--- src/hw/rtl/rb2d_pkg.sv ---
package rb2d_pkg;

	// fixed point format defaults
	localparam int FRAC_BITS_DEF = 16;
	localparam int DT_SHIFT      = 16;
	localparam int GSCALE_SHIFT  = 8;
	localparam int SINE_SHIFT    = 15;

	// configuration port geometry
	localparam int PADDR_W = 5;
	localparam int PDATA_W = 32;

	// signed 32-bit limits
	localparam logic [31:0] SAT_MAX = 32'h7fff_ffff;
	localparam logic [31:0] SAT_MIN = 32'h8000_0000;

	// register reset values
	localparam logic [31:0] INV_MASS_RST    = 32'd65536;
	localparam logic [30:0] MAX_SPD_X_RST   = 31'd26214400;
	localparam logic [30:0] MAX_SPD_Y_RST   = 31'd32768000;
	localparam logic [30:0] GRAV_ACCEL_RST  = 31'd65536000;
	localparam logic [15:0] GRAV_SCALE_RST  = 16'd256;
	localparam logic [23:0] FRIC_RST        = 24'd983040;
	localparam logic        GRAV_EN_RST     = 1'b1;

	// register map, one word each
	typedef enum logic [2:0] {
		REG_INV_MASS,
		REG_MAX_SPD_X,
		REG_MAX_SPD_Y,
		REG_GRAV_ACCEL,
		REG_GRAV_SCALE,
		REG_FRIC,
		REG_GRAV_EN
	} rb2d_reg_t;

	typedef struct packed {
		logic [31:0] inverse_mass;
		logic [30:0] max_speed_x;
		logic [30:0] max_speed_y;
		logic [30:0] gravity_accel;
		logic [15:0] gravity_scale;
		logic [23:0] friction_coeff;
		logic        gravity_enable;
	} rb2d_cfg_t;

	typedef struct packed {
		logic signed [31:0] force_x;
		logic signed [31:0] force_y;
		logic [15:0]        delta_time;
		logic               grounded;
		logic               on_slope;
		logic               moving_input;
		logic signed [15:0] slope_sine;
		logic               paused;
	} rb2d_in_t;

	typedef struct packed {
		logic signed [31:0] position_x;
		logic signed [31:0] position_y;
		logic signed [31:0] velocity_x;
		logic signed [31:0] velocity_y;
	} rb2d_out_t;

	// product shift selection
	typedef enum logic [1:0] {
		SH_FRAC,
		SH_DT,
		SH_GSCALE,
		SH_SINE
	} rb2d_shift_t;

	// request to the shared multiply-accumulate unit
	typedef struct packed {
		logic signed [32:0] a;
		logic signed [32:0] b;
		rb2d_shift_t        sh;
		logic signed [31:0] addend;
		logic               sub;
	} rb2d_alu_req_t;

	// sequencer steps
	typedef enum logic [3:0] {
		ST_IDLE,
		ST_AX,
		ST_VX,
		ST_AY,
		ST_VY,
		ST_GRAV,
		ST_VY_G,
		ST_CLAMP,
		ST_FRIC_T,
		ST_FRIC_K,
		ST_FRIC_V,
		ST_SNAP,
		ST_PX,
		ST_PY,
		ST_DONE
	} rb2d_step_t;

endpackage

--- src/hw/rtl/rb2d_alu.sv ---
module rb2d_alu import rb2d_pkg::*; #(
	parameter int FRAC_BITS = FRAC_BITS_DEF
) (
	input  logic               clk,
	input  rb2d_alu_req_t      req,
	output logic signed [31:0] result
);

	logic signed [65:0] prod_s1;
	rb2d_shift_t        sh_s1;
	logic signed [31:0] addend_s1;
	logic               sub_s1;
	logic signed [65:0] shifted;
	logic [66:0]        ext_add;
	logic [66:0]        ext_prod;
	logic [66:0]        sum;

	// multiply stage
	always_ff @(posedge clk) begin
		prod_s1   <= req.a * req.b;
		sh_s1     <= req.sh;
		addend_s1 <= req.addend;
		sub_s1    <= req.sub;
	end

	// floor shift of the product
	always_comb begin
		case (sh_s1)
			SH_FRAC:   shifted = prod_s1 >>> FRAC_BITS;
			SH_DT:     shifted = prod_s1 >>> DT_SHIFT;
			SH_GSCALE: shifted = prod_s1 >>> GSCALE_SHIFT;
			SH_SINE:   shifted = prod_s1 >>> SINE_SHIFT;
			default:   shifted = prod_s1;
		endcase
	end

	// accumulate and saturate to 32 bits
	assign ext_add  = {{35{addend_s1[31]}}, addend_s1};
	assign ext_prod = {shifted[65], shifted};
	assign sum      = sub_s1 ? (ext_add - ext_prod) : (ext_add + ext_prod);

	always_comb begin
		if ((&sum[66:31]) || !(|sum[66:31])) begin
			result = sum[31:0];
		end else if (sum[66]) begin
			result = SAT_MIN;
		end else begin
			result = SAT_MAX;
		end
	end

endmodule

--- config.mk ---
export PLATFORM = sky130hd
export DESIGN_NAME = rb2d_alu
export DESIGN_NICKNAME = d
export VERILOG_FILES = /design/src/hw/rtl/rb2d_pkg.sv /design/src/hw/rtl/rb2d_alu.sv
export SDC_FILE = /design/constraint.sdc
export NUM_CORES = 2
export LEC_CHECK = 0
export CAP_MARGIN = 20
export CORE_MARGIN = 2
export CORE_UTILIZATION = 42
export DETAILED_ROUTE_END_ITERATION = 6
export DONT_BUFFER_PORTS = 1
export GPL_TIMING_DRIVEN = 1
export PLACE_DENSITY = 0.59
export SYNTH_ARGS = -nofsm -noshare
export SYNTH_HDL_FRONTEND = slang
export SYNTH_SLANG_ARGS = --single-unit
--- constraint.sdc ---
create_clock -name clk -period 10.5 [get_ports clk]
set_clock_uncertainty 0.2 [all_clocks]
set_input_delay 0.525 -clock clk [delete_from_list [all_inputs] [get_ports clk]]
set_output_delay 0.525 -clock clk [all_outputs]
set_load 0.005 [all_outputs]
==> metrics.md <==
| Metric | Value |
|---|---|
| Final Wtd Congestion | 0.925 |
| First-pass GRT wire length | around 210,000 µm |
| Synth cell types | 85 |
| Pin count of the biggest net entering global routing | between 40 and 50 |
| # rows | 122 |
| Crit-path leading delay family | simple AND/OR/NAND/NOR gates |
| Routed WL | 132,000 µm |
| CTS root buf | clkbuf_16 |
| Compound-Gate Fraction of Synth Area | 6.68% |
| Die W | roughly 340 µm |
| Setup violators final | 0 |
| Num CTS Buffers | 9 |
| Nets | 6,584 |
| Synth top area cells | fa_1 (49%), inv_1 (9.2%), and2_1 (7.5%) |
| Synth top area share | between 40% and 50% |
| Synth Instances | 5,264 |
| Total Die Area | 0.114 mm² |
| Worst Path Buf+Inv | 1 |
| Vias per cell | 5.24 |
| Final Cell Area | 0.0486 mm² |
| Clock transition at path regs | 0.08 ns |
| EDFF count, synth | 0 |
| Core box area | roughly 0.11 mm² |
| CP required | slightly below 10 ns |
| Total GRT Usage | 23.5% |
| Initial antenna violation count | 4 |
| Synthesized-area fraction occupied by adder cells | a little under three fifths |
| Critical-path cell list | mux2_2, mux2i_1, and4bb_1, nand4_1, or2_2, nor3_1, and2_1, a31oi_1, nor2_1, o21ai_0, xnor2_1, ha_1, nand4_1, or4_1, a211oi_2, nor4_1, a311oi_1, nand4_1, or4_1, or4_1, nor4_2, a41oi_2, buf_4, o31ai_2 |
| Vias post-DR | roughly 34k |
| Slew headroom | 43.4% |
| Setup ws final | 1.31 ns |
| Iter 0 DRT Violations | 2,409 |
| Synth area leader | fa_1 |
| CTS resizes | 0 |
| Layout cell share with drive strength beyond 1 | 1.56% |
| Critical path class | reg -> out |
| Sequential share of the synthesized area | between 3 and 4% |
| Worst slack, placed | 1.76 ns |
| FF+latch count, synth | 93 |
| Crit-path max FO | 27 |
| Setup crit start | sh_s1[0]$_DFF_P_ |
| FMAX | 109 MHz |
| Number of global-route vias before repair | 36.2k |
| Detailed placement HPWL | 103,000 µm |
| CP peak stage delay | 0.82 ns |
| Multi-input gate area | 0.0397 mm² |
| Cell area after synthesis | 0.0469 mm² |
| Setup TNS | 0 ns |
| Synth warn | 0 |
| Worst-Margin Slew | 0.839 ns |
| CP arrival | 8.46 ns |
| Area grow syn2layout | 3.44% |
| Post-Synth XOR/XNOR Area | 3.22% |
| Die H | 338 µm |
| Mux cell area share after synthesis | 1.55% |
| ANT nets after route | 0 |
| Post-Synth Simple-Gate Area | around 17% |
| DRC Markers | 0 |
| RSZ-0062 raised after global routing | false |
| Clock sinks | a little over 90 |
| FILL cells | approximately 11k |
| Critical path's slowest cell | dfxtp_2 |
| Aggregate global routing overflow | 0 |
| Startpoint types | flop |
| Period utilization | 87.5% |
| Cell with the most instances after synthesis | inv_1 |
| Worst min-delay path category | in -> reg |
| Largest family of logic cells by synthesized area | adder cells |
| H-tree depth | 3 |
| # IOs | 134 |
| DR pass1 iterations | 6 |
| Synthesized Nets | 6,790 |
| Seq. cell area | 0.00187 mm² |
| Bufs on Longest Clock Path | 2 |
| CTS tree | built |
| Most instantiated cells after synthesis | inv_1 (1,155), fa_1 (1,145), nand2_1 (625), and2_1 (559), ha_1 (279) |
| Status | finished clean |
| Slew Limit Fails | 0 |
| Min Tclk post-route | 9.19 ns |
| Initial core utilization | approximately 42% |
| Post-synth ARST share | 0% |
| Hold Path Origin | req[35] |
| Setup Buffers After CTS | 0 |
| Area after DPL | between 0.04 and 0.05 mm² |
| Synth Flop Type | dfxtp_1 |
| Syn Area/Cell | 8.92 µm² |
| Util after Layout | 43.8% |
| Port-buffer cells | 0 |
| Final hold vios | 0 |
| DR WL/cell | 20.2 µm |
| # Max-Cap Violations | 0 |
| CP endpoint kind | output port |
## through the flow
| step | instances | hold WS [ns] |
|---|---|---|
| after floorplan | 5264 | 0.353 |
| after global placement | 6499 | 0.353 |
| after detailed placement | 6499 | 0.353 |
| after CTS | 6550 | 0.378 |
| after global routing | 6552 | 0.427 |
| final | 6553 | 0.400 |
## routing by layer
layer	GRT usage, %	up-vias	share of wire (%)
met5	0	-	0
met2	35.7	1328	43
li1	-	15300	-
met3	5.28	146	9.3
met1	34.5	17600	46
met4	4.16	0	1.7
## repair_timing
item                                    4_1_cts  5_1_grt
hold buffers                                 35        0
endpoints found under the setup margin        0        0
endpoints found under the hold margin        35        0
## cells in the final DEF, fill, tap and decap left out, drive strengths merged, types with 5 or more instances in the layout
cell type / instances
xnor2: 97
dlygate4sd3: 35
o21ai: 115
a31oi: 27
mux2: 13
a211oi: 8
and4: 7
nand3b: 6
o21a: 25
nand2: 626
nor2b: 12
and2: 559
mux2i: 58
dfxtp: 93
or2: 11
xor2: 73
nor3: 37
a21o: 47
o21bai: 14
o31ai: 13
inv: 1160
nand2b: 15
buf: 12
o311ai: 6
or3: 8
nor4: 19
nor2: 180
nand4: 41
or4: 6
o211ai: 12
a221oi: 5
fa: 1145
a21oi: 189
ha: 279
and3: 12
nand3: 27
clkbuf: 10
## path summary, 6_finish.rpt
kind | depth (start not counted) | slack (ns) | endpoint
hold / removal | 4 | 0.40 | prod_s1[9]$_DFF_P_
setup / recovery | 24 | 1.31 | result[5]
## tightest hold or removal path, delay by kind of cell
kind | cells | cell delay (ns)
and+or+nand+nor | 4 | 0.41
## cells by family (layout without fill, tap and decap cells)
group / after synthesis / in the layout
AO/OA/AOI/OAI: 505 / 505
XOR/XNOR: 171 / 171
adder cells (fa/ha/maj): 1424 / 1424
buffers and inverters: 1421 / 1220
flip-flops: 93 / 93
multiplexers: 71 / 71
other: 0 / 2
AND/OR/NAND/NOR: 1579 / 1579
## flip-flops by register name, indices dropped and copies added, names as in the netlist
register   count
addend_s1     32
prod_s1       58
sh_s1          2
sub_s1         1
## layout make-up
type / count / area share, %
sequential: 93 / 3.84
tap: 1488 / 3.83
inverter: 1156 / 8.94
clock buffer: 9 / 0.464
timing repair buffer: 48 / 0.959
antenna: 2 / 0.0103
clock inverter: 7 / 0.211
multi-input combinational: 3750 / 81.7
Power is not shown: default switching activity piles up to over one toggle a cycle in this logic, so the estimate is an artifact.
