## src/hw/rtl/rb2d_pkg.sv

```systemverilog
package rb2d_pkg;

	// fixed point format defaults
	localparam int FRAC_BITS_DEF = 16;
	localparam int DT_SHIFT      = 16;
	localparam int GSCALE_SHIFT  = 8;
	localparam int SINE_SHIFT    = 15;

	// configuration port geometry
	localparam int PADDR_W = 5;
	localparam int PDATA_W = 32;

	// signed 32-bit limits
	localparam logic [31:0] SAT_MAX = 32'h7fff_ffff;
	localparam logic [31:0] SAT_MIN = 32'h8000_0000;

	// register reset values
	localparam logic [31:0] INV_MASS_RST    = 32'd65536;
	localparam logic [30:0] MAX_SPD_X_RST   = 31'd26214400;
	localparam logic [30:0] MAX_SPD_Y_RST   = 31'd32768000;
	localparam logic [30:0] GRAV_ACCEL_RST  = 31'd65536000;
	localparam logic [15:0] GRAV_SCALE_RST  = 16'd256;
	localparam logic [23:0] FRIC_RST        = 24'd983040;
	localparam logic        GRAV_EN_RST     = 1'b1;

	// register map, one word each
	typedef enum logic [2:0] {
		REG_INV_MASS,
		REG_MAX_SPD_X,
		REG_MAX_SPD_Y,
		REG_GRAV_ACCEL,
		REG_GRAV_SCALE,
		REG_FRIC,
		REG_GRAV_EN
	} rb2d_reg_t;

	typedef struct packed {
		logic [31:0] inverse_mass;
		logic [30:0] max_speed_x;
		logic [30:0] max_speed_y;
		logic [30:0] gravity_accel;
		logic [15:0] gravity_scale;
		logic [23:0] friction_coeff;
		logic        gravity_enable;
	} rb2d_cfg_t;

	typedef struct packed {
		logic signed [31:0] force_x;
		logic signed [31:0] force_y;
		logic [15:0]        delta_time;
		logic               grounded;
		logic               on_slope;
		logic               moving_input;
		logic signed [15:0] slope_sine;
		logic               paused;
	} rb2d_in_t;

	typedef struct packed {
		logic signed [31:0] position_x;
		logic signed [31:0] position_y;
		logic signed [31:0] velocity_x;
		logic signed [31:0] velocity_y;
	} rb2d_out_t;

	// product shift selection
	typedef enum logic [1:0] {
		SH_FRAC,
		SH_DT,
		SH_GSCALE,
		SH_SINE
	} rb2d_shift_t;

	// request to the shared multiply-accumulate unit
	typedef struct packed {
		logic signed [32:0] a;
		logic signed [32:0] b;
		rb2d_shift_t        sh;
		logic signed [31:0] addend;
		logic               sub;
	} rb2d_alu_req_t;

	// sequencer steps
	typedef enum logic [3:0] {
		ST_IDLE,
		ST_AX,
		ST_VX,
		ST_AY,
		ST_VY,
		ST_GRAV,
		ST_VY_G,
		ST_CLAMP,
		ST_FRIC_T,
		ST_FRIC_K,
		ST_FRIC_V,
		ST_SNAP,
		ST_PX,
		ST_PY,
		ST_DONE
	} rb2d_step_t;

endpackage

```

## src/hw/rtl/rb2d_cfg.sv

```systemverilog
module rb2d_cfg import rb2d_pkg::*; (
	input  logic               clk,
	input  logic               arst_n,
	input  logic               psel,
	input  logic               penable,
	input  logic               pwrite,
	input  logic [PADDR_W-1:0] paddr,
	input  logic [PDATA_W-1:0] pwdata,
	output logic [PDATA_W-1:0] prdata,
	output logic               pready,
	output rb2d_cfg_t          cfg
);

	rb2d_cfg_t cfg_q;
	rb2d_reg_t idx;
	logic      wr_en;

	assign pready = 1'b1;
	assign idx    = rb2d_reg_t'(paddr[PADDR_W-1:2]);
	assign wr_en  = psel && penable && pwrite;
	assign cfg    = cfg_q;

	// register writes
	always_ff @(posedge clk or negedge arst_n) begin
		if (!arst_n) begin
			cfg_q.inverse_mass   <= INV_MASS_RST;
			cfg_q.max_speed_x    <= MAX_SPD_X_RST;
			cfg_q.max_speed_y    <= MAX_SPD_Y_RST;
			cfg_q.gravity_accel  <= GRAV_ACCEL_RST;
			cfg_q.gravity_scale  <= GRAV_SCALE_RST;
			cfg_q.friction_coeff <= FRIC_RST;
			cfg_q.gravity_enable <= GRAV_EN_RST;
		end else if (wr_en) begin
			unique case (idx)
				REG_INV_MASS:   cfg_q.inverse_mass   <= pwdata;
				REG_MAX_SPD_X:  cfg_q.max_speed_x    <= pwdata[30:0];
				REG_MAX_SPD_Y:  cfg_q.max_speed_y    <= pwdata[30:0];
				REG_GRAV_ACCEL: cfg_q.gravity_accel  <= pwdata[30:0];
				REG_GRAV_SCALE: cfg_q.gravity_scale  <= pwdata[15:0];
				REG_FRIC:       cfg_q.friction_coeff <= pwdata[23:0];
				REG_GRAV_EN:    cfg_q.gravity_enable <= pwdata[0];
				default: ;
			endcase
		end
	end

	// read mux
	always_comb begin
		unique case (idx)
			REG_INV_MASS:   prdata = cfg_q.inverse_mass;
			REG_MAX_SPD_X:  prdata = {1'b0, cfg_q.max_speed_x};
			REG_MAX_SPD_Y:  prdata = {1'b0, cfg_q.max_speed_y};
			REG_GRAV_ACCEL: prdata = {1'b0, cfg_q.gravity_accel};
			REG_GRAV_SCALE: prdata = {16'd0, cfg_q.gravity_scale};
			REG_FRIC:       prdata = {8'd0, cfg_q.friction_coeff};
			REG_GRAV_EN:    prdata = {31'd0, cfg_q.gravity_enable};
			default:        prdata = '0;
		endcase
	end

endmodule

```

## config.mk

```make
export PLATFORM = sky130hd
export DESIGN_NAME = rb2d_cfg
export DESIGN_NICKNAME = d
export VERILOG_FILES = /design/src/hw/rtl/rb2d_pkg.sv /design/src/hw/rtl/rb2d_cfg.sv
export SDC_FILE = /design/constraint.sdc
export NUM_CORES = 1
export LEC_CHECK = 0
export BUFFER_PORTS_ARGS = -buffer_cell sky130_fd_sc_hd__buf_2
export CORE_ASPECT_RATIO = 1.2
export CORE_UTILIZATION = 48
export CTS_BUF_LIST = sky130_fd_sc_hd__clkbuf_8
export DETAILED_ROUTE_END_ITERATION = 8
export PLACE_DENSITY = 0.8
export SKIP_CTS_REPAIR_TIMING = 1
export SYNTH_ARGS = -nofsm -noshare
export SYNTH_HDL_FRONTEND = slang
export SYNTH_SLANG_ARGS = --single-unit
```

## constraint.sdc

```tcl
create_clock -name clk -period 1.74 [get_ports clk]
set_clock_uncertainty 0.15 [all_clocks]
set_input_delay 0.348 -clock clk [delete_from_list [all_inputs] [get_ports clk]]
set_output_delay 0.348 -clock clk [all_outputs]
set_load 0.03 [all_outputs]
```

==> flow_summary_export.csv <==
group,metric,value,unit
placed_design,place_ws,-0.563,ns
synth,synth-seq-cells,166,
global_route,grt_start_max_net_pins,51,
drt,wl,21.1,mm
global_route,grt_pass1_vias,5946,
placed_design,postPlaceCellArea,0.00971,mm²
hold_path,whs_path_depth,2,
timing,finalCritPeriodShare,121,%
floorplan,rows,50,
critical_path,cp_max_fo,3,
status,status,"complete, but fails checks",
critical_path,r2r_start,"cfg[144]",
critical_path,worst_setup_path_end_kind,"output port",
synth,synth_cells,541,
drt,wire_per_inst,19.8,µm
drt,drc_errors,0,
global_route,antenna_found_initial,0,
timing,finalWorstSetupSlack,-0.364,ns
synth,synth_cell_types,37,
global_route,grt_overflow,0,
cells_and_area,final_nets,882,
clock_network,htreeDepth,4,
cells_and_area,antennaDiodeCount,0,
floorplan,die-area,0.0166,mm²
timing,fmax,475,MHz
drt,ant_nets,0,
clock_network,clk_latency,0.45,ns
synth,ys_seq_area_share,54.1,%
hold_path,hold_path_class,"in -> reg",
synth,async_flop_share,100,%
clock_network,cts_num_sinks,166,
status,violations,"negative setup slack",
cells_and_area,mostFrequentLayoutCells,"buf_2 (192), dfrtp_1 (144), mux2_2 (101)",
cells_and_area,fin_cells,1061,
placed_design,place.gp.congestion,0.848,
hold_path,hold_path_startpoint,"pwdata[27]",
pwr,ir_drop,0.000711,V
cells_and_area,drive_above_1_share,61.2,%
clock_network,cts_root_buffer,"clkbuf_8",
cells_and_area,area_delta_synth_final,37.9,%
cells_and_area,largest_register_ffs,166,
synth,ys.flop_type,"dfrtp_1",
drt,firstDrtPassIters,4,
global_route,globalRouteTotalUtil,25.4,%
cells_and_area,layout_commonest_cell,"buf_2",
synth,ys_top_cells_by_area,"dfrtp_1 (47%), mux2_2 (15%), mux2_1 (9.6%), dfstp_2 (7.5%), mux2i_1 (6.9%)",
synth,synth.avg_cell_area,14.3,µm²
synth,ys_warn_count,0,
critical_path,worstRegToRegCells,2,
pwr,power_density,1200,mW/mm²
placed_design,port-buffer-count,237,
synth,synth_area_leader_cell,"dfrtp_1",
clock_network,cts_tree,"built",
critical_path,crit_type,"reg -> out",
drt,drt-vias-per-instance,5.46,
clock_network,clockBufferDepth,2,
drt,via_count,5796,
timing,hold_viol_final,0,
critical_path,critPathBufInv,1,
critical_path,cp.arrival,1.61,ns
synth,synth_area,0.00773,mm²
drt,dr.first_iter.drc_count,202,
critical_path,ff2ff_setup_slack,0.67,ns
flow_run,maxCapViolCount,0,
timing,min_period,2.10,ns
critical_path,slowest_delay,0.48,ns
floorplan,core_area,0.0156,mm²
synth,yosys.area.top_type_share,46.6,%
cells_and_area,fill_cells,1106,
critical_path,reg2reg_to,"cfg[144]",
critical_path,startpoint_type,"register",
placed_design,hpwl,14.7,mm
timing,drv_slew,0,
global_route,grt_pass1_wl,32.4,mm
critical_path,path_cells,"mux4_2, nor2b_4, buf_6",
synth,synth_enable_flop_cells,0,
timing,setup_viol,32,
floorplan,ios,241,
hold_path,hold_path_end,"cfg[68]",
timing,rsz0062_at_grt,"yes",
floorplan,die_w,118,µm
clock_network,path_clk_slew,0.07,ns
critical_path,crit_family,"multiplexers",
clock_network,cts_buffers,17,
placed_design,dpl.cell_count,996,
synth,synth_nets,583,
floorplan,start_util,49.4,%
critical_path,crit_slowest_cell,"mux4_2",
floorplan,die_y,141,µm
critical_path,worstPathRequired,1.24,ns
cells_and_area,final_design_area_no_fill,0.0107,mm²
pwr,power_leakage,5.31,nW
[synth_stat cells (all sizes together) (2+ instances only)]
| cell | number |
|---|---|
| mux2 | 169 |
| dfrtp | 144 |
| mux2i | 53 |
| buf | 33 |
| o21ai | 26 |
| dfstp | 22 |
| nand3 | 14 |
| nor2 | 13 |
| o21a | 10 |
| mux4 | 7 |
| nor2b | 7 |
| a221o | 6 |
| clkbuf | 5 |
| nand2 | 4 |
| o221ai | 4 |
| o32a | 4 |
| inv | 3 |
| nand2b | 3 |
| nor3 | 3 |
| a21oi | 2 |
[report_power, final]
group	switching, mW	total (mW)	internal [mW]
combinational	2.93	4.84	1.91
clock	1.34	2.71	1.36
sequential	0.598	5.29	4.69
[kinds of logic (layout without fill, tap and decap cells)]
kind of cell,after synthesis,in the layout,synth area share (%)
DFF,166,166,54.1
muxes,229,229,33.5
AOI/OAI and AO/OA,56,56,4.94
other,1,1,0.0485
and+or+nand+nor,48,48,3.92
buffers and inverters,41,353,3.45
[per-stage QoR]
| step | TNS, ns | power, mW | util, % | hold WS, ns |
|---|---|---|---|---|
| floorplan | -1.84 | 8.23 | - | -0.0976 |
| detailed placement | -79.55 | 9.72 | 62.1 | 0.134 |
| CTS | -14.10 | 12.5 | 64.6 | -0.372 |
| global placement | -73.73 | 9.58 | 62.1 | 0.133 |
| finish | -8.54 | 12.8 | 68.2 | 0.00813 |
| global route | -10.86 | 13.4 | 68.2 | 0.000155 |
[worst max-delay path by stage]
stage                        start         end  slack, ns  depth (start not counted)
after detailed placement  paddr[2]   prdata[8]      -0.56                          6
after floorplan           paddr[2]   prdata[0]      -0.15                          5
after global placement    paddr[2]   prdata[8]      -0.53                          6
after CTS                 paddr[2]   prdata[8]      -0.57                          6
after global routing      cfg[106]   prdata[3]      -0.43                          4
final                     cfg[164]  prdata[30]      -0.36                          3
[layer usage]
metal | up-vias | track usage [%] | wire length, µm
li1 | 2596 | - | -
met1 | 2940 | 30.1 | 8420
met2 | 228 | 44.4 | 10900
met3 | 32 | 6.39 | 1340
met4 | 0 | 9.85 | 388
met5 | - | 0 | 0
[area by class of cell]
type | instances | area, µm² | area share (%)
Tap cell | 208 | 260 | 2.44
Sequential cell | 166 | 4180 | 39.2
Timing Repair Buffer | 318 | 2340 | 21.9
Clock buffer | 20 | 275 | 2.58
Clock inverter | 12 | 115 | 1.08
Inverter | 3 | 11.3 | 0.106
Multi-Input combinational cell | 334 | 3480 | 32.6
No activity file was read; power rests on OpenSTA's default activity.
